### src/rtl/core/gsps_pkg.sv
`default_nettype none

package gsps_pkg;

    // Field widths
    localparam int PIX_W  = 12;   // pixel coordinate
    localparam int POS_W  = 16;   // Q12.4 position
    localparam int LVL_W  = 16;   // Q4.12 level / opacity
    localparam int BYTE_W = 8;
    localparam int COV_W  = 16;   // Q4.12 coverage

    // Sizing constants
    localparam int MAX_DIM        = 4096;
    localparam int EXP_TABLE_SIZE = 256;

    // Squared radius and exponent argument
    localparam int SQ_W      = 2 * POS_W;          // one squared offset, Q.8
    localparam int R2_W      = SQ_W + 1;           // sum of two squares
    localparam int ARG_W     = 12;                 // exponent argument, Q.8, below 16.0
    localparam int ARG_SH    = 8;                  // r2 scaled to Q.8 argument
    localparam int LIMIT_SH  = ARG_W + 1 - ARG_SH; // r2 >= s2 << LIMIT_SH flushes to zero
    localparam int DEN_W     = SQ_W + 1;           // 2 * sigma^2
    localparam int REM_W     = DEN_W + ARG_W;      // divider partial remainder
    localparam int CFG_IDX_W = 3;

    // Exponential table
    localparam int EXP_W     = 17;                 // Q1.16, first entry is 1.0
    localparam int EXP_IDX_W = $clog2(EXP_TABLE_SIZE);
    localparam int EXP_AW    = $clog2(EXP_TABLE_SIZE + 1);
    localparam int LERP_W    = 12;                 // interpolation fraction, Q.12
    localparam int POS_IDX_W = ARG_W + EXP_IDX_W;  // argument times table size

    // Color
    localparam int CH_W     = LVL_W + COV_W;       // level * coverage, Q.24
    localparam int ONE_Q24  = 1 << 24;
    localparam int CLAMP_W  = 25;

    typedef enum logic [CFG_IDX_W-1:0] {
        CFG_CENTER_X = 3'd0,
        CFG_CENTER_Y = 3'd1,
        CFG_SPREAD   = 3'd2,
        CFG_RED      = 3'd3,
        CFG_GREEN    = 3'd4,
        CFG_BLUE     = 3'd5,
        CFG_OPACITY  = 3'd6
    } t_cfg_idx;

    typedef struct packed {
        logic [POS_W-1:0] center_x;
        logic [POS_W-1:0] center_y;
        logic [POS_W-1:0] spread;
        logic [LVL_W-1:0] red_level;
        logic [LVL_W-1:0] green_level;
        logic [LVL_W-1:0] blue_level;
        logic [LVL_W-1:0] opacity;
    } t_cfg;

    localparam t_cfg CFG_RESET = '{
        center_x:    16'd0,
        center_y:    16'd0,
        spread:      16'd16,
        red_level:   16'd4096,
        green_level: 16'd4096,
        blue_level:  16'd4096,
        opacity:     16'd4096
    };

    typedef struct packed {
        logic [PIX_W-1:0] pixel_x;
        logic [PIX_W-1:0] pixel_y;
    } t_pix_item;

    typedef struct packed {
        logic [BYTE_W-1:0] red_byte;
        logic [BYTE_W-1:0] green_byte;
        logic [BYTE_W-1:0] blue_byte;
        logic [COV_W-1:0]  coverage;
    } t_shade_item;

    // Divider result: argument quotient and the flush-to-zero flag
    typedef struct packed {
        logic             over;
        logic [ARG_W-1:0] quot;
    } t_arg_item;

    typedef logic [EXP_TABLE_SIZE:0][EXP_W-1:0] t_exp_tab;

    // Build exp(-k * 16 / size) samples: Taylor series for one step, then powers
    function automatic t_exp_tab build_exp_tab();
        t_exp_tab        tab;
        longint unsigned q;
        longint unsigned term;
        longint unsigned sum;
        longint unsigned acc;
        tab  = '0;
        q    = (64'd1 << 36) / EXP_TABLE_SIZE;
        term = 64'd1 << 32;
        sum  = term;
        acc  = term;
        for (int n = 1; n < 14; n++) begin
            term = ((term * q) >> 32) / 64'(n);
            if (n[0]) begin
                sum = sum - term;
            end else begin
                sum = sum + term;
            end
        end
        for (int i = 0; i <= EXP_TABLE_SIZE; i++) begin
            tab[i] = EXP_W'(acc >> 16);
            acc    = (acc * sum) >> 32;
        end
        return tab;
    endfunction

    localparam t_exp_tab EXP_TAB = build_exp_tab();

endpackage

`default_nettype wire

### src/rtl/core/gsps_color.sv
`default_nettype none

module gsps_color
    import gsps_pkg::*;
(
    input  wire logic             i_clk,
    input  wire logic             i_rst_n,
    input  wire logic             i_en,
    input  wire logic             i_vld,
    input  wire logic [COV_W-1:0] i_cov,
    input  wire t_cfg             i_cfg,
    output logic                  o_vld,
    output t_shade_item           o_item
);

    logic              r_vld1, r_vld2;
    logic [CH_W-1:0]   r_cr, r_cg, r_cb;
    logic [COV_W-1:0]  r_cov1;
    t_shade_item       r_item;

    // Clamp a Q.24 channel to 1.0 and scale to a byte
    function automatic logic [BYTE_W-1:0] to_byte(input logic [CH_W-1:0] c);
        logic [CLAMP_W-1:0] cc;
        logic [CH_W:0]      m;
        cc = (c > CH_W'(ONE_Q24)) ? CLAMP_W'(ONE_Q24) : c[CLAMP_W-1:0];
        m  = {cc, 8'b0} - (CH_W+1)'(cc);
        return m[CH_W-1:CH_W-BYTE_W];
    endfunction

    always_ff @(posedge i_clk) begin
        if (!i_rst_n) begin
            r_vld1 <= 1'b0;
            r_vld2 <= 1'b0;
        end else if (i_en) begin
            r_vld1 <= i_vld;
            r_vld2 <= r_vld1;
        end
    end

    // Composite over black, then clamp and quantize
    always_ff @(posedge i_clk) begin
        if (i_en) begin
            r_cr              <= i_cfg.red_level * i_cov;
            r_cg              <= i_cfg.green_level * i_cov;
            r_cb              <= i_cfg.blue_level * i_cov;
            r_cov1            <= i_cov;
            r_item.red_byte   <= to_byte(r_cr);
            r_item.green_byte <= to_byte(r_cg);
            r_item.blue_byte  <= to_byte(r_cb);
            r_item.coverage   <= r_cov1;
        end
    end

    assign o_vld  = r_vld2;
    assign o_item = r_item;

endmodule

`default_nettype wire

### config.mk
export PLATFORM = sky130hd
export DESIGN_NAME = gsps_color
export DESIGN_NICKNAME = d
export VERILOG_FILES = /design/src/rtl/core/gsps_pkg.sv /design/src/rtl/core/gsps_color.sv
export SDC_FILE = /design/constraint.sdc
export NUM_CORES = 2
export LEC_CHECK = 0
export BUFFER_PORTS_ARGS = -buffer_cell sky130_fd_sc_hd__buf_2
export CAP_MARGIN = 25
export CORE_MARGIN = 1.5
export CORE_UTILIZATION = 52
export DETAILED_ROUTE_END_ITERATION = 10
export PLACE_DENSITY = 0.69
export SYNTH_ARGS = -nofsm -noshare
export SYNTH_HDL_FRONTEND = slang
export SYNTH_SLANG_ARGS = --single-unit
### constraint.sdc
create_clock -name i_clk -period 8.25 [get_ports i_clk]
set_input_delay 0.825 -clock i_clk [delete_from_list [all_inputs] [get_ports i_clk]]
set_output_delay 0.825 -clock i_clk [all_outputs]
set_load 0.01 [all_outputs]
==> reports/results.txt <==
CTS Sinks -> 154
Leakage -> 17.5 nW
crit path DAT -> 7.26 ns
Non-Filler Instances -> 4394
Clock transition at path regs -> 0.07 ns
CTS HTree Levels -> 4
post-route setup slack -> 1.24 ns
vias in the first global route -> 24.4k
Row Count -> 91
post-cts resize count -> 0
Vias -> 23.5k
Initial Utilization -> 52.8%
synth top area cells -> fa_1 36%, edfxtp_1 14%, ha_1 14%
mapped cell area -> 0.0327 mm^2
Pwr Total -> 15.1 mW
dominant synthesized flop cell -> edfxtp_1
Die X-Extent -> 254 um
CTS tree -> done
Vias/cell -> 5.35
Slew @ Worst Pin -> 0.821 ns
core footprint -> 0.0619 mm^2
Routed Wire Length -> 72.2 mm
IO buf count -> 108
WHS -> 0.419 ns
Post-CTS Hold Fix Bufs -> 0
Post-CTS Setup Bufs -> 0
Power Density -> 436 mW/mm^2
first-pass GRT wire length -> 122 mm
Mapped Cells -> 3528
GRT Total Usage -> 24.0%
routed length per instance -> 16.4 um
most common cell after layout, fill and taps aside -> inv_1
hpwl dp -> 57.6 mm
Cell variety after synth -> 75
post-synth top area share -> 35.6%
synthesized net count -> 4605
fin crit period -> 7.01 ns
worst-case clock buffer depth -> 2
Worst Setup Start Kind -> input port
Max Freq -> 143 MHz
most frequent cells in the layout -> 721 x inv_1, 582 x fa_1, 526 x nand2_1
element type at the critical path end -> flip-flop
Die H -> 254 um
largest net degree at the start of global routing -> 80
Layout area overhead -> 5.81%
Pre-Repair DR Iteration Count -> 5
GRT overflow -> 0
worst-path maximum fanout -> 15
fill cell count -> 5601
Seq cells post-synth -> 154
crit share post-route -> 85.0%
GPL Wtd Cong -> 0.904
Hold Crit Class -> flip-flop to flip-flop
Async S/R FF share, synth -> 0%
pre-CTS setup slack -> 0.747 ns
total of max-cap violations -> 0
TritonCTS Buffers -> 17
fraction of layout cells with a size suffix above 1 -> 5.32%
Worst Clk Skew -> 0.0104 ns
antenna violations before repair -> 4
design area -> 0.0346 mm^2
# nets final -> 4618
Post-synth EDFFs -> 152
Final Max Slew Viols -> 0
Worst-Skew Late Latency -> 0.49 ns
die area -> 0.0644 mm^2
final setup vio count -> 0
DRC Markers -> 0
critical path type -> input port to flip-flop
Avg Cell Area, Syn -> 9.27 um^2
synth warn -> 0
DP Area -> 0.0340 mm^2
run status -> finished, final reports clean
post-synthesis sequential area ratio -> 14.1%
# IOs -> 173
Core Util, Final -> 55.9%
DRT iter0 DRCs -> 1214
WP data required -> 8.50 ns
placed insts -> 4358
Worst slew margin -> 44.6%
total negative slack -> 0 ns
clock root buffer -> clkbuf_16
VDD IR max -> 0.539 mV
post-route ant nets -> 0
RSZ-0062 raised after global routing -> no
largest area contributor in the netlist -> fa_1
Final Hold Violating Endpoints -> 0
[power breakdown]
part / internal (mW) / total [mW] / switching [mW]
clock: 0.450 / 0.826 / 0.376
sequential: 1.80 / 1.96 / 0.163
combinational: 5.33 / 12.3 / 6.97
total: 7.57 / 15.1 / 7.51
[sequential cells by signal, summed over array words and instances, names as in the netlist]
name	flops
r_cov1	16
o_vld	1
r_cg	32
r_cb	32
o_item	40
r_vld1	1
r_cr	32
[routing by layer]
layer	track usage, %	wire length (um)
met4	6.63	1280
met3	2.91	3140
met2	40.3	34900
met1	32.7	32900
met5	0	30
[critical path, stage by stage]
cell	delay, ns
buf_2	0.47
buf_4	0.30
nand2_1	0.08
fa_1	0.47
fa_1	0.56
inv_1	0.06
fa_1	0.48
fa_1	0.46
fa_1	0.54
inv_1	0.05
fa_1	0.47
inv_1	0.04
ha_1	0.37
a21o_1	0.22
a211o_1	0.26
a2111oi_0	0.43
a211oi_1	0.16
o31a_1	0.36
a41oi_1	0.27
nand2b_1	0.08
a21oi_1	0.17
xnor2_1	0.09
[path summary, 6_finish.rpt]
| path | from | endpoint | slack (ns) | depth (start not counted) |
|---|---|---|---|---|
| setup / recovery | i_cov[3] | r_cr[28] | 1.24 | 22 |
| hold / removal | r_cov1[10] | o_item[10] | 0.42 | 0 |
| setup reg to reg | r_cb[19] | o_item[23] | 3.03 | 15 |
| hold reg to reg | r_cov1[10] | o_item[10] | 0.42 | 0 |
[kinds of logic after synthesis]
family | after synthesis | synth area share [%]
adder cells (fa/ha/maj) | 945 | 49.5
flip-flops | 154 | 14.1
AO/OA/AOI/OAI | 360 | 7.34
multiplexers | 2 | 0.0612
XOR/XNOR | 87 | 2.33
buffers and inverters | 866 | 9.95
AND/OR/NAND/NOR | 1114 | 16.7
[cells in the mapped netlist, types with 3 or more instances]
cell type	instances
inv_1	721
fa_1	582
nand2_1	526
and2_1	374
ha_1	363
edfxtp_1	152
clkbuf_1	142
a21oi_1	104
nor2_1	68
a21o_1	66
o21ai_0	62
xnor2_1	61
xor2_1	26
and3_1	24
nand3_1	24
nor4_1	17
a211oi_1	16
nand4_1	15
nor3_1	15
o21a_1	14
o21bai_1	14
nor2b_1	12
nand2b_1	10
o22ai_1	8
or3_1	8
a211o_1	7
a21boi_0	7
o31ai_1	7
o211ai_1	5
a221oi_1	4
a31oi_1	4
a41oi_1	4
o41ai_1	4
or4_1	4
and4_1	3
nor3b_1	3
o311a_1	3
[layout make-up]
type	instances	area, um^2	share of cell area [%]
multi-input combinational	2508	24900	71.8
sequential	154	4600	13.3
inverter	721	2710	7.82
tap	837	1050	3.03
timing repair buffer	139	800	2.31
clock buffer	17	425	1.23
clock inverter	15	166	0.481
antenna	3	7.51	0.0217
(Power assumes the default switching activity.)
