## src/rtl/core/gsps_pkg.sv

```systemverilog
`default_nettype none

package gsps_pkg;

    // Field widths
    localparam int PIX_W  = 12;   // pixel coordinate
    localparam int POS_W  = 16;   // Q12.4 position
    localparam int LVL_W  = 16;   // Q4.12 level / opacity
    localparam int BYTE_W = 8;
    localparam int COV_W  = 16;   // Q4.12 coverage

    // Sizing constants
    localparam int MAX_DIM        = 4096;
    localparam int EXP_TABLE_SIZE = 256;

    // Squared radius and exponent argument
    localparam int SQ_W      = 2 * POS_W;          // one squared offset, Q.8
    localparam int R2_W      = SQ_W + 1;           // sum of two squares
    localparam int ARG_W     = 12;                 // exponent argument, Q.8, below 16.0
    localparam int ARG_SH    = 8;                  // r2 scaled to Q.8 argument
    localparam int LIMIT_SH  = ARG_W + 1 - ARG_SH; // r2 >= s2 << LIMIT_SH flushes to zero
    localparam int DEN_W     = SQ_W + 1;           // 2 * sigma^2
    localparam int REM_W     = DEN_W + ARG_W;      // divider partial remainder
    localparam int CFG_IDX_W = 3;

    // Exponential table
    localparam int EXP_W     = 17;                 // Q1.16, first entry is 1.0
    localparam int EXP_IDX_W = $clog2(EXP_TABLE_SIZE);
    localparam int EXP_AW    = $clog2(EXP_TABLE_SIZE + 1);
    localparam int LERP_W    = 12;                 // interpolation fraction, Q.12
    localparam int POS_IDX_W = ARG_W + EXP_IDX_W;  // argument times table size

    // Color
    localparam int CH_W     = LVL_W + COV_W;       // level * coverage, Q.24
    localparam int ONE_Q24  = 1 << 24;
    localparam int CLAMP_W  = 25;

    typedef enum logic [CFG_IDX_W-1:0] {
        CFG_CENTER_X = 3'd0,
        CFG_CENTER_Y = 3'd1,
        CFG_SPREAD   = 3'd2,
        CFG_RED      = 3'd3,
        CFG_GREEN    = 3'd4,
        CFG_BLUE     = 3'd5,
        CFG_OPACITY  = 3'd6
    } t_cfg_idx;

    typedef struct packed {
        logic [POS_W-1:0] center_x;
        logic [POS_W-1:0] center_y;
        logic [POS_W-1:0] spread;
        logic [LVL_W-1:0] red_level;
        logic [LVL_W-1:0] green_level;
        logic [LVL_W-1:0] blue_level;
        logic [LVL_W-1:0] opacity;
    } t_cfg;

    localparam t_cfg CFG_RESET = '{
        center_x:    16'd0,
        center_y:    16'd0,
        spread:      16'd16,
        red_level:   16'd4096,
        green_level: 16'd4096,
        blue_level:  16'd4096,
        opacity:     16'd4096
    };

    typedef struct packed {
        logic [PIX_W-1:0] pixel_x;
        logic [PIX_W-1:0] pixel_y;
    } t_pix_item;

    typedef struct packed {
        logic [BYTE_W-1:0] red_byte;
        logic [BYTE_W-1:0] green_byte;
        logic [BYTE_W-1:0] blue_byte;
        logic [COV_W-1:0]  coverage;
    } t_shade_item;

    // Divider result: argument quotient and the flush-to-zero flag
    typedef struct packed {
        logic             over;
        logic [ARG_W-1:0] quot;
    } t_arg_item;

    typedef logic [EXP_TABLE_SIZE:0][EXP_W-1:0] t_exp_tab;

    // Build exp(-k * 16 / size) samples: Taylor series for one step, then powers
    function automatic t_exp_tab build_exp_tab();
        t_exp_tab        tab;
        longint unsigned q;
        longint unsigned term;
        longint unsigned sum;
        longint unsigned acc;
        tab  = '0;
        q    = (64'd1 << 36) / EXP_TABLE_SIZE;
        term = 64'd1 << 32;
        sum  = term;
        acc  = term;
        for (int n = 1; n < 14; n++) begin
            term = ((term * q) >> 32) / 64'(n);
            if (n[0]) begin
                sum = sum - term;
            end else begin
                sum = sum + term;
            end
        end
        for (int i = 0; i <= EXP_TABLE_SIZE; i++) begin
            tab[i] = EXP_W'(acc >> 16);
            acc    = (acc * sum) >> 32;
        end
        return tab;
    endfunction

    localparam t_exp_tab EXP_TAB = build_exp_tab();

endpackage

`default_nettype wire

```

## src/rtl/core/gsps_div.sv

```systemverilog
`default_nettype none

module gsps_div
    import gsps_pkg::*;
(
    input  wire logic             i_clk,
    input  wire logic             i_rst_n,
    input  wire logic             i_en,
    input  wire logic             i_vld,
    input  wire logic [R2_W-1:0]  i_r2,
    input  wire logic [SQ_W-1:0]  i_s2,
    output logic                  o_vld,
    output t_arg_item             o_arg
);

    logic             r_vld  [ARG_W];
    logic [ARG_W-1:0] r_quo  [ARG_W];
    logic             r_over [ARG_W];
    logic [REM_W-1:0] r_rem  [ARG_W-1];

    logic [REM_W-1:0] den_ext;

    assign den_ext = REM_W'({i_s2, 1'b0});

    // One restoring step per stage, quotient bit from the top down
    for (genvar j = 0; j < ARG_W; j++) begin : g_stage
        localparam int SH = ARG_W - 1 - j;

        logic [REM_W-1:0] rem_in, trial;
        logic [ARG_W-1:0] quo_in, quo_nx;
        logic             over_in, vld_in, fit;

        if (j == 0) begin : g_head
            assign rem_in  = REM_W'({i_r2, {ARG_SH{1'b0}}});
            assign quo_in  = '0;
            assign over_in = (R2_W+LIMIT_SH)'(i_r2) >= {1'b0, i_s2, {LIMIT_SH{1'b0}}};
            assign vld_in  = i_vld;
        end else begin : g_body
            assign rem_in  = r_rem[j-1];
            assign quo_in  = r_quo[j-1];
            assign over_in = r_over[j-1];
            assign vld_in  = r_vld[j-1];
        end

        assign trial  = den_ext << SH;
        assign fit    = rem_in >= trial;
        assign quo_nx = quo_in | (ARG_W'(fit) << SH);

        always_ff @(posedge i_clk) begin
            if (!i_rst_n) begin
                r_vld[j] <= 1'b0;
            end else if (i_en) begin
                r_vld[j] <= vld_in;
            end
        end

        always_ff @(posedge i_clk) begin
            if (i_en) begin
                r_quo[j]  <= quo_nx;
                r_over[j] <= over_in;
            end
        end

        // Keep the remainder only where a later step needs it
        if (j < ARG_W - 1) begin : g_rem
            always_ff @(posedge i_clk) begin
                if (i_en) begin
                    r_rem[j] <= fit ? rem_in - trial : rem_in;
                end
            end
        end
    end

    assign o_vld      = r_vld[ARG_W-1];
    assign o_arg.quot = r_quo[ARG_W-1];
    assign o_arg.over = r_over[ARG_W-1];

endmodule

`default_nettype wire

```

## config.mk

```make
export PLATFORM = sky130hd
export DESIGN_NAME = gsps_div
export DESIGN_NICKNAME = d
export VERILOG_FILES = /design/src/rtl/core/gsps_pkg.sv /design/src/rtl/core/gsps_div.sv
export SDC_FILE = /design/constraint.sdc
export NUM_CORES = 2
export LEC_CHECK = 0
export BUFFER_PORTS_ARGS = -buffer_cell sky130_fd_sc_hd__buf_2
export CAP_MARGIN = 20
export CORE_ASPECT_RATIO = 0.7
export CORE_MARGIN = 2
export CORE_UTILIZATION = 59
export DETAILED_ROUTE_END_ITERATION = 10
export PLACE_DENSITY_LB_ADDON = 0.3
export SLEW_MARGIN = 20
export SYNTH_ARGS = -nofsm -noshare
export SYNTH_HDL_FRONTEND = slang
export SYNTH_SLANG_ARGS = --single-unit
export TNS_END_PERCENT = 20
```

## constraint.sdc

```tcl
create_clock -name i_clk -period 3.8 [get_ports i_clk]
set_input_delay 0.57 -clock i_clk [delete_from_list [all_inputs] [get_ports i_clk]]
set_output_delay 0.57 -clock i_clk [all_outputs]
set_load 0.03 [all_outputs]
```

==> results.txt <==
H-tree Lvls - 2
Crit path from - r_rem[0][11]$_DFFE_PP_
Pre-antenna DRT Iters - 7
Die X - 318.8 um
Sw frac - 39.99%
Initial antenna violation count - 6
# port buffers - 82
Crit Path Class - reg -> reg
Power share of the sequential group - 31.3%
Synthesized cell area - 40920 sq um
Final hold vios - 0
Commonest non-fill, non-tap cell in the layout - edfxtp_1
CTS Buf Count - 54
Status - completed
Clock-pin slew on the worst setup and hold paths - 0.06 ns
Final setup vio count - 0
Clock skew - 0.02363 ns
Drt drc - 0
Worst Min Path Start - i_r2[1]
First-pass GRT wire length - 188000 um
Die ar. - 71520 sq um
Synth unique cells - 97
Number of max-cap violations - 0
Async set-reset flop share out of synthesis - 0%
Fraction of layout cells with a size suffix above 1 - 15.58%
Sequential element share of the synthesized area - 38.87%
CP endpoint - r_rem[1][35]$_DFFE_PP_
Critical Path RT - 4.21 ns
Non-Filler Instances - 5586
Placed Cells - 5478
Largest net degree at the start of global routing - 90
Vias in the first global route - 32210
Crit end category - flip-flop
CTS tree - done
Startpoint Class - flip-flop
Core Box Area - 68370 sq um
Die height - 224.3 um
Wirelength per Cell - 21.91 um
Clock power frac - 16.4%
RSZ-0062 raised after global routing - no
Tmin final - 3.593 ns
CTS hold repair buffers - 0
CP arrival - 4.00 ns
IR drop worst, VDD - 0.4715 mV
Hold_ws - 0.1315 ns
Clk sinks - 530
Reg2Reg Setup Slack - 0.21 ns
Starting Density - 59.86%
Core Rows - 80
Number of synthesized flops with an enable pin - 529
Final WL - 122400 um
Nets - 5123
Grt ovf - 0
Worst-margin pin slew - 0.7234 ns
Vias - 35370
#FFs+latches synth - 530
Pwr dens - 732.6 nW/um^2
Crit Path Max Fanout - 10
Final ANT Viol Nets - 0
Syn Nets - 4726
FF-to-FF path depth - 15
Top Ports - 83
Reg-to-Reg End - r_rem[1][35]$_DFFE_PP_
Leakage - 19.41 nW
Combinational cell fraction of total power - 52.3%
CTS Buffer Depth - 3
Synth warn - 0
Total track usage - 33.97%
Drt initial violations - 3980
Post-synthesis cell count - 4238
Clock Tree Root - clkbuf_16
Pins Over Slew Limit - 0
Area Growth Syn to Fin - 15.54%
Most frequent cells in the layout - edfxtp_1 (529), a21oi_1 (423), ha_1 (408), nand2_1 (392), buf_4 (358)
Post-DR vias/cell - 6.332
Post-DP HPWL - 92240 um
Average size of a mapped cell - 9.656 sq um
Slew HR - 51.14%
Routability congestion estimate - 0.9838
HP Class - in -> reg
Net Switching - 13.85 mW
Fmax - 278.3 MHz
Worst skew pair latency - 0.64 ns
Synth Flop Type - edfxtp_1
Tcrit/Tclk final - 94.56%
Internal - 20.79 mW
Worst r2r src - r_rem[0][11]$_DFFE_PP_
## cells in the mapped netlist, drive strengths merged, types with 63 or more instances
| master | count | share of area (%) |
|---|---|---|
| a21o | 206 | 3.8 |
| a21oi | 426 | 5.2 |
| clkbuf | 96 | 0.89 |
| edfxtp | 529 | 39 |
| ha | 408 | 12 |
| inv | 125 | 1.1 |
| mux2 | 87 | 2.4 |
| nand2 | 392 | 3.6 |
| nand3 | 86 | 1.1 |
| nand4 | 84 | 1.3 |
| nor2 | 298 | 2.8 |
| nor3 | 63 | 0.77 |
| o21ai | 349 | 4.3 |
| xnor2 | 195 | 4.2 |
| xor2 | 167 | 3.6 |
## layer usage
metal / vias up / global-route usage, % / routed length (um)
met5: - / 0.6734 / 64
li1: 16810 / - / -
met2: 1811 / 43.61 / 45370
met1: 16560 / 51.99 / 56190
met3: 180 / 12.66 / 17270
met4: 2 / 10.04 / 3507
## sequential cells by signal, indices dropped and copies added (netlist names)
name / cells
r_over: 12
r_quo: 78
r_rem: 428
r_vld: 12
## worst min path at each step
stage	endpoint	depth (start not counted)
floorplan	r_over[10]$_DFFE_PP_	0
global placement	r_quo[4][15]$_DFFE_PP_	0
detailed placement	r_over[7]$_DFFE_PP_	0
CTS	r_rem[0][9]$_DFFE_PP_	1
global route	r_rem[0][9]$_DFFE_PP_	1
finish	r_rem[0][9]$_DFFE_PP_	1
## kinds of logic (layout without fill, tap and decap cells)
family / after synthesis / count (layout) / synth area share [%]
buf+inv: 267 / 708 / 2.727
fa+ha+maj: 419 / 419 / 13.01
flops: 530 / 530 / 38.87
compound gates: 1357 / 1357 / 20.99
mux: 91 / 91 / 2.492
xor+xnor: 362 / 362 / 7.748
simple gates: 1212 / 1212 / 14.17
other cells: 0 / 5 / 0
## power by group through the flow
stage          registers (mW)  logic [mW]  clock network [mW]
6_report                 10.8        18.1                5.66
5_1_grt                  11.0        20.0                5.96
4_1_cts                  10.8        17.7                5.74
3_5_place_dp             10.8        17.6                   0
3_3_place_gp             10.9        17.3                   0
2_1_floorplan            10.1        12.6                   0
## critical path: stages, from the launching register on
cell and delay (ns):
edfxtp_1 0.47, inv_1 0.07, ha_1 0.22, fa_1 0.40, nor2b_1 0.16, o31a_1 0.18, o21ai_2 0.09, o21bai_1 0.23
a41oi_2 0.20, a311oi_2 0.42, a31o_2 0.25, a31oi_4 0.12, buf_4 0.20, nand2_1 0.06, o21ai_0 0.12, buf_4 0.16
## through the flow
step                worst slack, ns  total power, mW  utilization (%)  instance area, sq um  setup TNS [ns]
floorplan                    0.1513            22.65                -                 40920               0
global placement            -0.2081            28.11            66.38                 45380          -7.717
detailed placement          -0.2768            28.40            66.38                 45380          -14.07
CTS                         0.01066            34.23            69.07                 47220               0
global route               0.004091            36.97            69.15                 47280               0
finish                       0.2066            34.64            69.16                 47280               0
## area by class of cell
class                      instances  area (sq um)
antenna                            5         12.51
clock buffer                      67          1464
clock inverter                    33         377.9
fill                            5272         21080
inverter                         125         469.2
multi-input combinational       3441         23960
sequential                       530         15910
tap                              902          1129
timing repair buffer             483          3969
## repair_timing
action	4_1_cts	5_1_grt
buffers inserted	0	3
pin swaps	2	4
setup endpoints to repair	8	37
resized for setup	0	4
endpoints found under the hold margin	0	0
(Power assumes the default switching activity.)
