--- src/rtl/core/gsps_pkg.sv ---
`default_nettype none

package gsps_pkg;

    // Field widths
    localparam int PIX_W  = 12;   // pixel coordinate
    localparam int POS_W  = 16;   // Q12.4 position
    localparam int LVL_W  = 16;   // Q4.12 level / opacity
    localparam int BYTE_W = 8;
    localparam int COV_W  = 16;   // Q4.12 coverage

    // Sizing constants
    localparam int MAX_DIM        = 4096;
    localparam int EXP_TABLE_SIZE = 256;

    // Squared radius and exponent argument
    localparam int SQ_W      = 2 * POS_W;          // one squared offset, Q.8
    localparam int R2_W      = SQ_W + 1;           // sum of two squares
    localparam int ARG_W     = 12;                 // exponent argument, Q.8, below 16.0
    localparam int ARG_SH    = 8;                  // r2 scaled to Q.8 argument
    localparam int LIMIT_SH  = ARG_W + 1 - ARG_SH; // r2 >= s2 << LIMIT_SH flushes to zero
    localparam int DEN_W     = SQ_W + 1;           // 2 * sigma^2
    localparam int REM_W     = DEN_W + ARG_W;      // divider partial remainder
    localparam int CFG_IDX_W = 3;

    // Exponential table
    localparam int EXP_W     = 17;                 // Q1.16, first entry is 1.0
    localparam int EXP_IDX_W = $clog2(EXP_TABLE_SIZE);
    localparam int EXP_AW    = $clog2(EXP_TABLE_SIZE + 1);
    localparam int LERP_W    = 12;                 // interpolation fraction, Q.12
    localparam int POS_IDX_W = ARG_W + EXP_IDX_W;  // argument times table size

    // Color
    localparam int CH_W     = LVL_W + COV_W;       // level * coverage, Q.24
    localparam int ONE_Q24  = 1 << 24;
    localparam int CLAMP_W  = 25;

    typedef enum logic [CFG_IDX_W-1:0] {
        CFG_CENTER_X = 3'd0,
        CFG_CENTER_Y = 3'd1,
        CFG_SPREAD   = 3'd2,
        CFG_RED      = 3'd3,
        CFG_GREEN    = 3'd4,
        CFG_BLUE     = 3'd5,
        CFG_OPACITY  = 3'd6
    } t_cfg_idx;

    typedef struct packed {
        logic [POS_W-1:0] center_x;
        logic [POS_W-1:0] center_y;
        logic [POS_W-1:0] spread;
        logic [LVL_W-1:0] red_level;
        logic [LVL_W-1:0] green_level;
        logic [LVL_W-1:0] blue_level;
        logic [LVL_W-1:0] opacity;
    } t_cfg;

    localparam t_cfg CFG_RESET = '{
        center_x:    16'd0,
        center_y:    16'd0,
        spread:      16'd16,
        red_level:   16'd4096,
        green_level: 16'd4096,
        blue_level:  16'd4096,
        opacity:     16'd4096
    };

    typedef struct packed {
        logic [PIX_W-1:0] pixel_x;
        logic [PIX_W-1:0] pixel_y;
    } t_pix_item;

    typedef struct packed {
        logic [BYTE_W-1:0] red_byte;
        logic [BYTE_W-1:0] green_byte;
        logic [BYTE_W-1:0] blue_byte;
        logic [COV_W-1:0]  coverage;
    } t_shade_item;

    // Divider result: argument quotient and the flush-to-zero flag
    typedef struct packed {
        logic             over;
        logic [ARG_W-1:0] quot;
    } t_arg_item;

    typedef logic [EXP_TABLE_SIZE:0][EXP_W-1:0] t_exp_tab;

    // Build exp(-k * 16 / size) samples: Taylor series for one step, then powers
    function automatic t_exp_tab build_exp_tab();
        t_exp_tab        tab;
        longint unsigned q;
        longint unsigned term;
        longint unsigned sum;
        longint unsigned acc;
        tab  = '0;
        q    = (64'd1 << 36) / EXP_TABLE_SIZE;
        term = 64'd1 << 32;
        sum  = term;
        acc  = term;
        for (int n = 1; n < 14; n++) begin
            term = ((term * q) >> 32) / 64'(n);
            if (n[0]) begin
                sum = sum - term;
            end else begin
                sum = sum + term;
            end
        end
        for (int i = 0; i <= EXP_TABLE_SIZE; i++) begin
            tab[i] = EXP_W'(acc >> 16);
            acc    = (acc * sum) >> 32;
        end
        return tab;
    endfunction

    localparam t_exp_tab EXP_TAB = build_exp_tab();

endpackage

`default_nettype wire

--- src/rtl/core/gsps_front.sv ---
`default_nettype none

module gsps_front
    import gsps_pkg::*;
(
    input  wire logic             i_clk,
    input  wire logic             i_rst_n,
    input  wire logic             i_en,
    input  wire logic             i_vld,
    input  wire t_pix_item        i_pix,
    input  wire t_cfg             i_cfg,
    output logic                  o_vld,
    output logic [R2_W-1:0]       o_r2
);

    logic              r_vld1, r_vld2, r_vld3;
    logic [POS_W-1:0]  r_dx, r_dy;
    logic [SQ_W-1:0]   r_dx2, r_dy2;
    logic [R2_W-1:0]   r_r2;

    logic [PIX_W-1:0]  sat_x, sat_y;
    logic [POS_W-1:0]  px, py, n_dx, n_dy;

    // Clamp coordinates to the raster and form pixel centers in Q12.4
    always_comb begin
        sat_x = ((PIX_W+1)'(i_pix.pixel_x) >= (PIX_W+1)'(MAX_DIM))
              ? PIX_W'(MAX_DIM - 1) : i_pix.pixel_x;
        sat_y = ((PIX_W+1)'(i_pix.pixel_y) >= (PIX_W+1)'(MAX_DIM))
              ? PIX_W'(MAX_DIM - 1) : i_pix.pixel_y;
        px    = {sat_x, 4'b1000};
        py    = {sat_y, 4'b1000};
        n_dx  = (px >= i_cfg.center_x) ? px - i_cfg.center_x : i_cfg.center_x - px;
        n_dy  = (py >= i_cfg.center_y) ? py - i_cfg.center_y : i_cfg.center_y - py;
    end

    // Advance valid bits
    always_ff @(posedge i_clk) begin
        if (!i_rst_n) begin
            r_vld1 <= 1'b0;
            r_vld2 <= 1'b0;
            r_vld3 <= 1'b0;
        end else if (i_en) begin
            r_vld1 <= i_vld;
            r_vld2 <= r_vld1;
            r_vld3 <= r_vld2;
        end
    end

    // Offsets, squares, squared radius
    always_ff @(posedge i_clk) begin
        if (i_en) begin
            r_dx  <= n_dx;
            r_dy  <= n_dy;
            r_dx2 <= r_dx * r_dx;
            r_dy2 <= r_dy * r_dy;
            r_r2  <= R2_W'(r_dx2) + R2_W'(r_dy2);
        end
    end

    assign o_vld = r_vld3;
    assign o_r2  = r_r2;

endmodule

`default_nettype wire

--- config.mk ---
export PLATFORM = sky130hd
export DESIGN_NAME = gsps_front
export DESIGN_NICKNAME = d
export VERILOG_FILES = /design/src/rtl/core/gsps_pkg.sv /design/src/rtl/core/gsps_front.sv
export SDC_FILE = /design/constraint.sdc
export NUM_CORES = 1
export LEC_CHECK = 0
export ABC_AREA = 1
export BUFFER_PORTS_ARGS = -buffer_cell sky130_fd_sc_hd__buf_2
export CORE_MARGIN = 4
export CORE_UTILIZATION = 50
export DETAILED_ROUTE_END_ITERATION = 8
export HOLD_SLACK_MARGIN = 0.15
export PLACE_DENSITY_LB_ADDON = 0.25
export RECOVER_POWER = 50
export SLEW_MARGIN = 20
export SYNTH_ARGS = -nofsm -noshare
export SYNTH_HDL_FRONTEND = slang
export SYNTH_SLANG_ARGS = --single-unit
--- constraint.sdc ---
create_clock -name i_clk -period 15.42 [get_ports i_clk]
set_clock_uncertainty 0.05 [all_clocks]
set_input_delay 2.313 -clock i_clk [delete_from_list [all_inputs] [get_ports i_clk]]
set_output_delay 2.313 -clock i_clk [all_outputs]
set_load 0.02 [all_outputs]
==> results.md, run 1 <==
- Outcome: complete, but fails checks
- Violated checks: capacitance limit, slew limit
- Io pins: 174
- Setup WS post-layout: 8.006 ns
- Wirelength, routed: 52.43 mm
- Number of nets still failing antenna checks after routing: 0
- # clock sinks: 130
- Fin area: 27030 um2
- Die X: 234 um
- Row cnt: 82
- Period minus WS final: 7.414 ns
- Clock latency on the worst-skew pair: 0.46 ns
- Seq/Total Area, Yosys: 15.17%
- CP max stage delay: 2.91 ns
- Total grt overflow: 0
- Crit path max-delay family: buffers and inverters
- Hold Buf Count CTS: 0
- CTS tree: yes
- Cell breakdown of the critical path: clkbuf_1, clkbuf_1
- CP max-delay cell: clkbuf_1
- Pre-antenna DRT Iters: 6
- Slew headroom: -165.6%
- Starting DRC count in detailed routing: 986
- Critical Path Most Common Cell: clkbuf_1
- Share of synthesized registers carrying an async set or reset: 0%
- Most frequent cells in the layout: 1055 x nand2_1, 963 x inv_1, 327 x fa_1
- Crit start category: primary input
- DRC: 0
- Largest net degree at the start of global routing: 76
- Crit-path max FO: 75
- Vias in the first global route: 19740
- Final setup viols: 0
- Root Driver: clkbuf_16
- Core area: 50380 um2
- Unique masters post-synth: 40
- Number of vias per cell: 4.785
- Die Area: 54760 um2
- Initial core utilization: 50.70%
- Syn avg cell area: 7.355 um2
- Gr usage total: 20.32%
- Pre-CTS setup slack: 9.327 ns
- Post-synthesis to final-layout area growth: 5.860%
- Final Hold Viols: 0
- Mapped Area: 25540 um2
- Max-Cap Viols: 2
- Layout cells sized above 1: 3.550%
- Fin util: 53.67%
- WL/cell: 12.50 um
- First-pass GRT wire length: 91.27 mm
- Initial antenna violation count: 0
- Max-slew violations: 134
- Class of the worst hold path: reg2reg
- Crit share post-route: 48.08%
- Die H: 234 um
- Unrepaired setup endpoints after global routing: no
- Critical Path AT: 7.32 ns
- Routability Congestion: 0.9338
- Max Root-Sink Buffers: 2
- Total negative slack: 0 ns
- CTS Buf Count: 17
- Prevailing post-synth register cell: edfxtp_1
- Register bit total from synthesis: 130
- Post-synthesis net count: 4224
- Setup CP Type: in2reg
- DP Area: 26520 um2
- Commonest non-fill, non-tap cell in the layout: nand2_1
- Clock transition at the registers of the reported paths: 0.06 ns
- WP buf/inv: 2
- Crit end category: register
- Slew @ Worst Pin: 3.984 ns
- Fmax: 0.1349 GHz
- Yosys Warn Count: 0
- Post-CTS sizing: 0
- Post-synth EDFFs: 127
- Final net count: 4261
- # diodes: 0
- Port Buffers: 93
- H-tree Lvls: 4
- Detailed placer's ending HPWL: 45.34 mm
- Mapped Cells: 3472
- Post-CTS Setup Inserts: 0
- Via count: 20060
- Worst Path Required: 15.33 ns
[sequential cells by signal (all words and copies together), names as in the netlist]
signal  cells
o_r2       33
o_vld       1
r_dx       16
r_dx2      31
r_dy       16
r_dy2      31
r_vld1      1
r_vld2      1
[final timing paths]
path	cells past startpoint	slack, ns	end	from
setup / recovery	2	8.01	r_dy[12]$_DFFE_PP_	i_en
hold / removal	2	0.43	o_vld$_SDFFE_PN0P_	r_vld2$_SDFFE_PN0P_
setup reg to reg	23	9.26	r_dy2[21]$_DFFE_PP_	r_dy[8]$_DFFE_PP_
hold reg to reg	2	0.43	o_vld$_SDFFE_PN0P_	r_vld2$_SDFFE_PN0P_
[cell type report]
cell class              instances  area, um2
fillers                      4970      23340
multi-input cells            2300      17690
flip-flops and latches        130       3874
inverters                     965       3622
well taps                     672      840.8
repair buffers                 95      431.7
clock buffers                  17      425.4
clock inverters                14      147.6
[synth_stat cells (2+ instances only)]
cell type,n,area (um2)
buf_2,6,30.03
o21ai_1,8,40.04
a21o_1,3,22.52
and2_1,10,62.56
clkbuf_1,59,221.5
xnor2_1,13,113.9
o21bai_1,19,142.6
inv_1,963,3615
nor2_4,3,33.78
xor2_1,86,753.2
nand2_4,2,22.52
nand3_2,7,70.07
fa_1,327,6546
clkbuf_2,8,40.04
o21a_1,3,22.52
nand3b_1,5,37.54
o21ai_2,5,43.79
o21ai_0,10,50.05
buf_6,2,22.52
inv_2,2,7.510
or2_2,4,25.02
nor2_1,158,593.1
nand2_1,1055,3960
a31o_2,2,17.52
a21oi_1,86,430.4
ha_1,285,3566
nor3_1,24,120.1
dfxtp_1,3,60.06
a21oi_2,2,17.52
nand3_1,140,700.7
nand2_2,5,31.28
edfxtp_1,127,3814
nand4_1,33,206.5
[cells by family (layout without fill, tap and decap cells)]
family	after synthesis	count (layout)	synth area share [%]
AOI/OAI and AO/OA	140	140	3.175
buffers and inverters	1042	1091	15.55
adders and majority gates	612	612	39.60
xor gates and xnor gates	99	99	3.395
and+or+nand+nor	1449	1449	23.12
DFF	130	130	15.17
[metal layers]
metal	vias up	track usage, %	wire [um]
li1	10320	-	-
met5	-	0	0
met2	377	34.79	24890
met3	62	2.612	2175
met4	0	4.883	986
met1	9303	27.57	24370
[through the flow]
stage,hold WS (ns),instances
global placement,0.4173,4162
detailed placement,0.4213,4162
finish,0.4322,4193
floorplan,0.3744,3472
global route,0.4899,4193
CTS,0.4368,4193
Power of run 1 is left out: the tool's default activity adds up to more than one toggle a clock period on the data nets, which glitch-free logic cannot reach.
==> run 2: changes to the inputs <==
==> constraint.sdc (replaced) <==
create_clock -name i_clk -period 7.4 [get_ports i_clk]
set_clock_uncertainty 0.05 [all_clocks]
set_input_delay 1.11 -clock i_clk [delete_from_list [all_inputs] [get_ports i_clk]]
set_output_delay 1.11 -clock i_clk [all_outputs]
set_load 0.02 [all_outputs]
==> run 2 against run 1 <==
Against the previous run: the run still ends with capacitance limit, slew limit left; sequential cell count unchanged; first-iteration DRC count shrank 6.7%; count of clock-buffer cells in the layout grew 1; setup slack worse by 6.7 ns; via count down 0.63%; non-clock buffer count increased by 2; hold slack got worse by 0.0060 ns; sequential share of layout area about the same; cell area increased by 0.15%; critical endpoint is now r_dy2[29]$_DFFE_PP_.
==> results.md, run 2 (synthesized netlist as in run 1, its figures left out) <==
- WP depth: 23
- Multi-input gate area: 17690 um2
- Cell breakdown of the critical path: nand2_1, inv_1, fa_1, inv_1, fa_1, inv_1, fa_1, inv_1, fa_1, inv_1, fa_1, inv_1, fa_1, inv_1, ha_1, nand2_1, inv_1, a21oi_1, nand3_1, nand2_1, nand3_1, nand2_1, nand2_1
- Layout cells sized above 1: 3.661%
- Starting DRC count in detailed routing: 920
- # clock sinks: 130
- WL/cell: 12.61 um
- Post-synthesis to final-layout area growth: 6.021%
- DRC: 0
- CTS Buf Count: 17
- Io pins: 174
- CP max-delay cell: edfxtp_1
- H-tree Lvls: 4
- Via count: 19940
- Fmax: 0.1649 GHz
- Max reg flops: 33
- WHS Endpoint: r_vld2$_SDFFE_PN0P_
- Final net count: 4263
- R2R setup slack: 1.33 ns
- Period minus WS final: 6.066 ns
- Slew headroom: -131.0%
- Max Root-Sink Buffers: 2
- WP buf/inv: 8
- Worst R2R End: r_dy2[29]$_DFFE_PP_
- Critical Path Most Common Cell: inv_1
- Worst hold path cell count: 2
- Outcome: complete, but fails checks
- Core area: 50380 um2
- Fin area: 27080 um2
- Vias in the first global route: 19650
- Fill count: 4948
- Class of the worst hold path: reg2reg
- First-pass GRT wire length: 91.85 mm
- Total negative slack: 0 ns
- Die H: 234 um
- Post-CTS Setup Inserts: 0
- Die Area: 54760 um2
- Total grt overflow: 0
- Crit-path max FO: 17
- Worst hold slack: 0.4262 ns
- Root Driver: clkbuf_16
- Violated checks: capacitance limit, slew limit
- Wirelength, routed: 52.92 mm
- Clock latency on the worst-skew pair: 0.45 ns
- Crit start category: register
- Commonest non-fill, non-tap cell in the layout: nand2_1
- Unrepaired setup endpoints after global routing: no
- Initial antenna violation count: 0
- Max-Cap Viols: 2
- Most frequent cells in the layout: 1055 x nand2_1, 963 x inv_1, 327 x fa_1
- R2R Path Start: r_dy[8]$_DFFE_PP_
- Number of nets still failing antenna checks after routing: 0
- Die X: 234 um
- Final setup viols: 0
- Crit share post-route: 81.97%
- CTS tree: yes
- Hold Buf Count CTS: 0
- Port Buffers: 93
- Row cnt: 82
- Number of vias per cell: 4.751
- Initial core utilization: 50.70%
- Register area: 3874 um2
- Critical Path AT: 6.20 ns
- Largest net degree at the start of global routing: 72
- Setup CP Type: reg2reg
- Gr usage total: 20.44%
- Pre-antenna DRT Iters: 6
- Crit path max-delay family: adder cells
- FF-to-FF path depth: 23
- Max-slew violations: 134
- DP Area: 26530 um2
- CP max stage delay: 0.72 ns
- Slew @ Worst Pin: 3.465 ns
- Clock transition at the registers of the reported paths: 0.06 ns
- Post-CTS sizing: 0
- Fin util: 53.75%
- Worst Path Required: 7.54 ns
- Hold_sp: r_vld1$_SDFFE_PN0P_
- Crit end category: register
- Final Hold Viols: 0
- Detailed placer's ending HPWL: 45.83 mm
- # diodes: 0
- Routability Congestion: 0.9540
run 2: changes by cell type in the layout (fill, tap and decap cells not counted), sizes merged:
cell,change
clkinv,+2
clkinvlp,-3
buf,+3
bufinv,+1
run 2: how the worst max path moves through the flow:
stage / from / endpoint / slack, ns
3_5_place_dp: r_dy[8]$_DFFE_PP_ / r_dy2[29]$_DFFE_PP_ / 1.35
6_report: r_dy[8]$_DFFE_PP_ / r_dy2[29]$_DFFE_PP_ / 1.33
3_3_place_gp: r_dy[8]$_DFFE_PP_ / r_dy2[28]$_DFFE_PP_ / 1.41
5_1_grt: r_dy[8]$_DFFE_PP_ / r_dy2[29]$_DFFE_PP_ / 0.89
4_1_cts: r_dy[8]$_DFFE_PP_ / r_dy2[29]$_DFFE_PP_ / 1.32
2_1_floorplan: r_dx[8]$_DFFE_PP_ / r_dx2[28]$_DFFE_PP_ / 1.84
run 2: layer usage:
| layer | track usage (%) | wire length, um | vias up |
|---|---|---|---|
| li1 | - | - | 10320 |
| met4 | 4.623 | 924 | 0 |
| met5 | 0 | 0 | - |
| met2 | 35.05 | 25130 | 358 |
| met3 | 2.600 | 2190 | 56 |
| met1 | 27.84 | 24680 | 9207 |
run 2: worst reg2reg max path, delay by kind of cell, from the launching register on:
family                   cells  cell delay [ns]
flip-flops                   1             0.72
AO/OA/AOI/OAI                1             0.26
AND/OR/NAND/NOR              7             0.98
buffers and inverters        8             0.45
adder cells (fa/ha/maj)      7             3.36
run 2: through the flow:
step	setup WS, ns	cells
floorplan	1.842	3472
global placement	1.413	4164
detailed placement	1.346	4164
CTS	1.319	4196
global route	0.8901	4196
finish	1.335	4196
run 2: final cells by class:
class                      count  area share, %
sequential                   130          14.31
multi-input combinational   2300          65.35
clock buffer                  18          1.585
inverter                     965          13.38
tap                          672          3.105
timing repair buffer          97          1.659
clock inverter                14         0.6192
Power of run 2 is left out for the same reason.
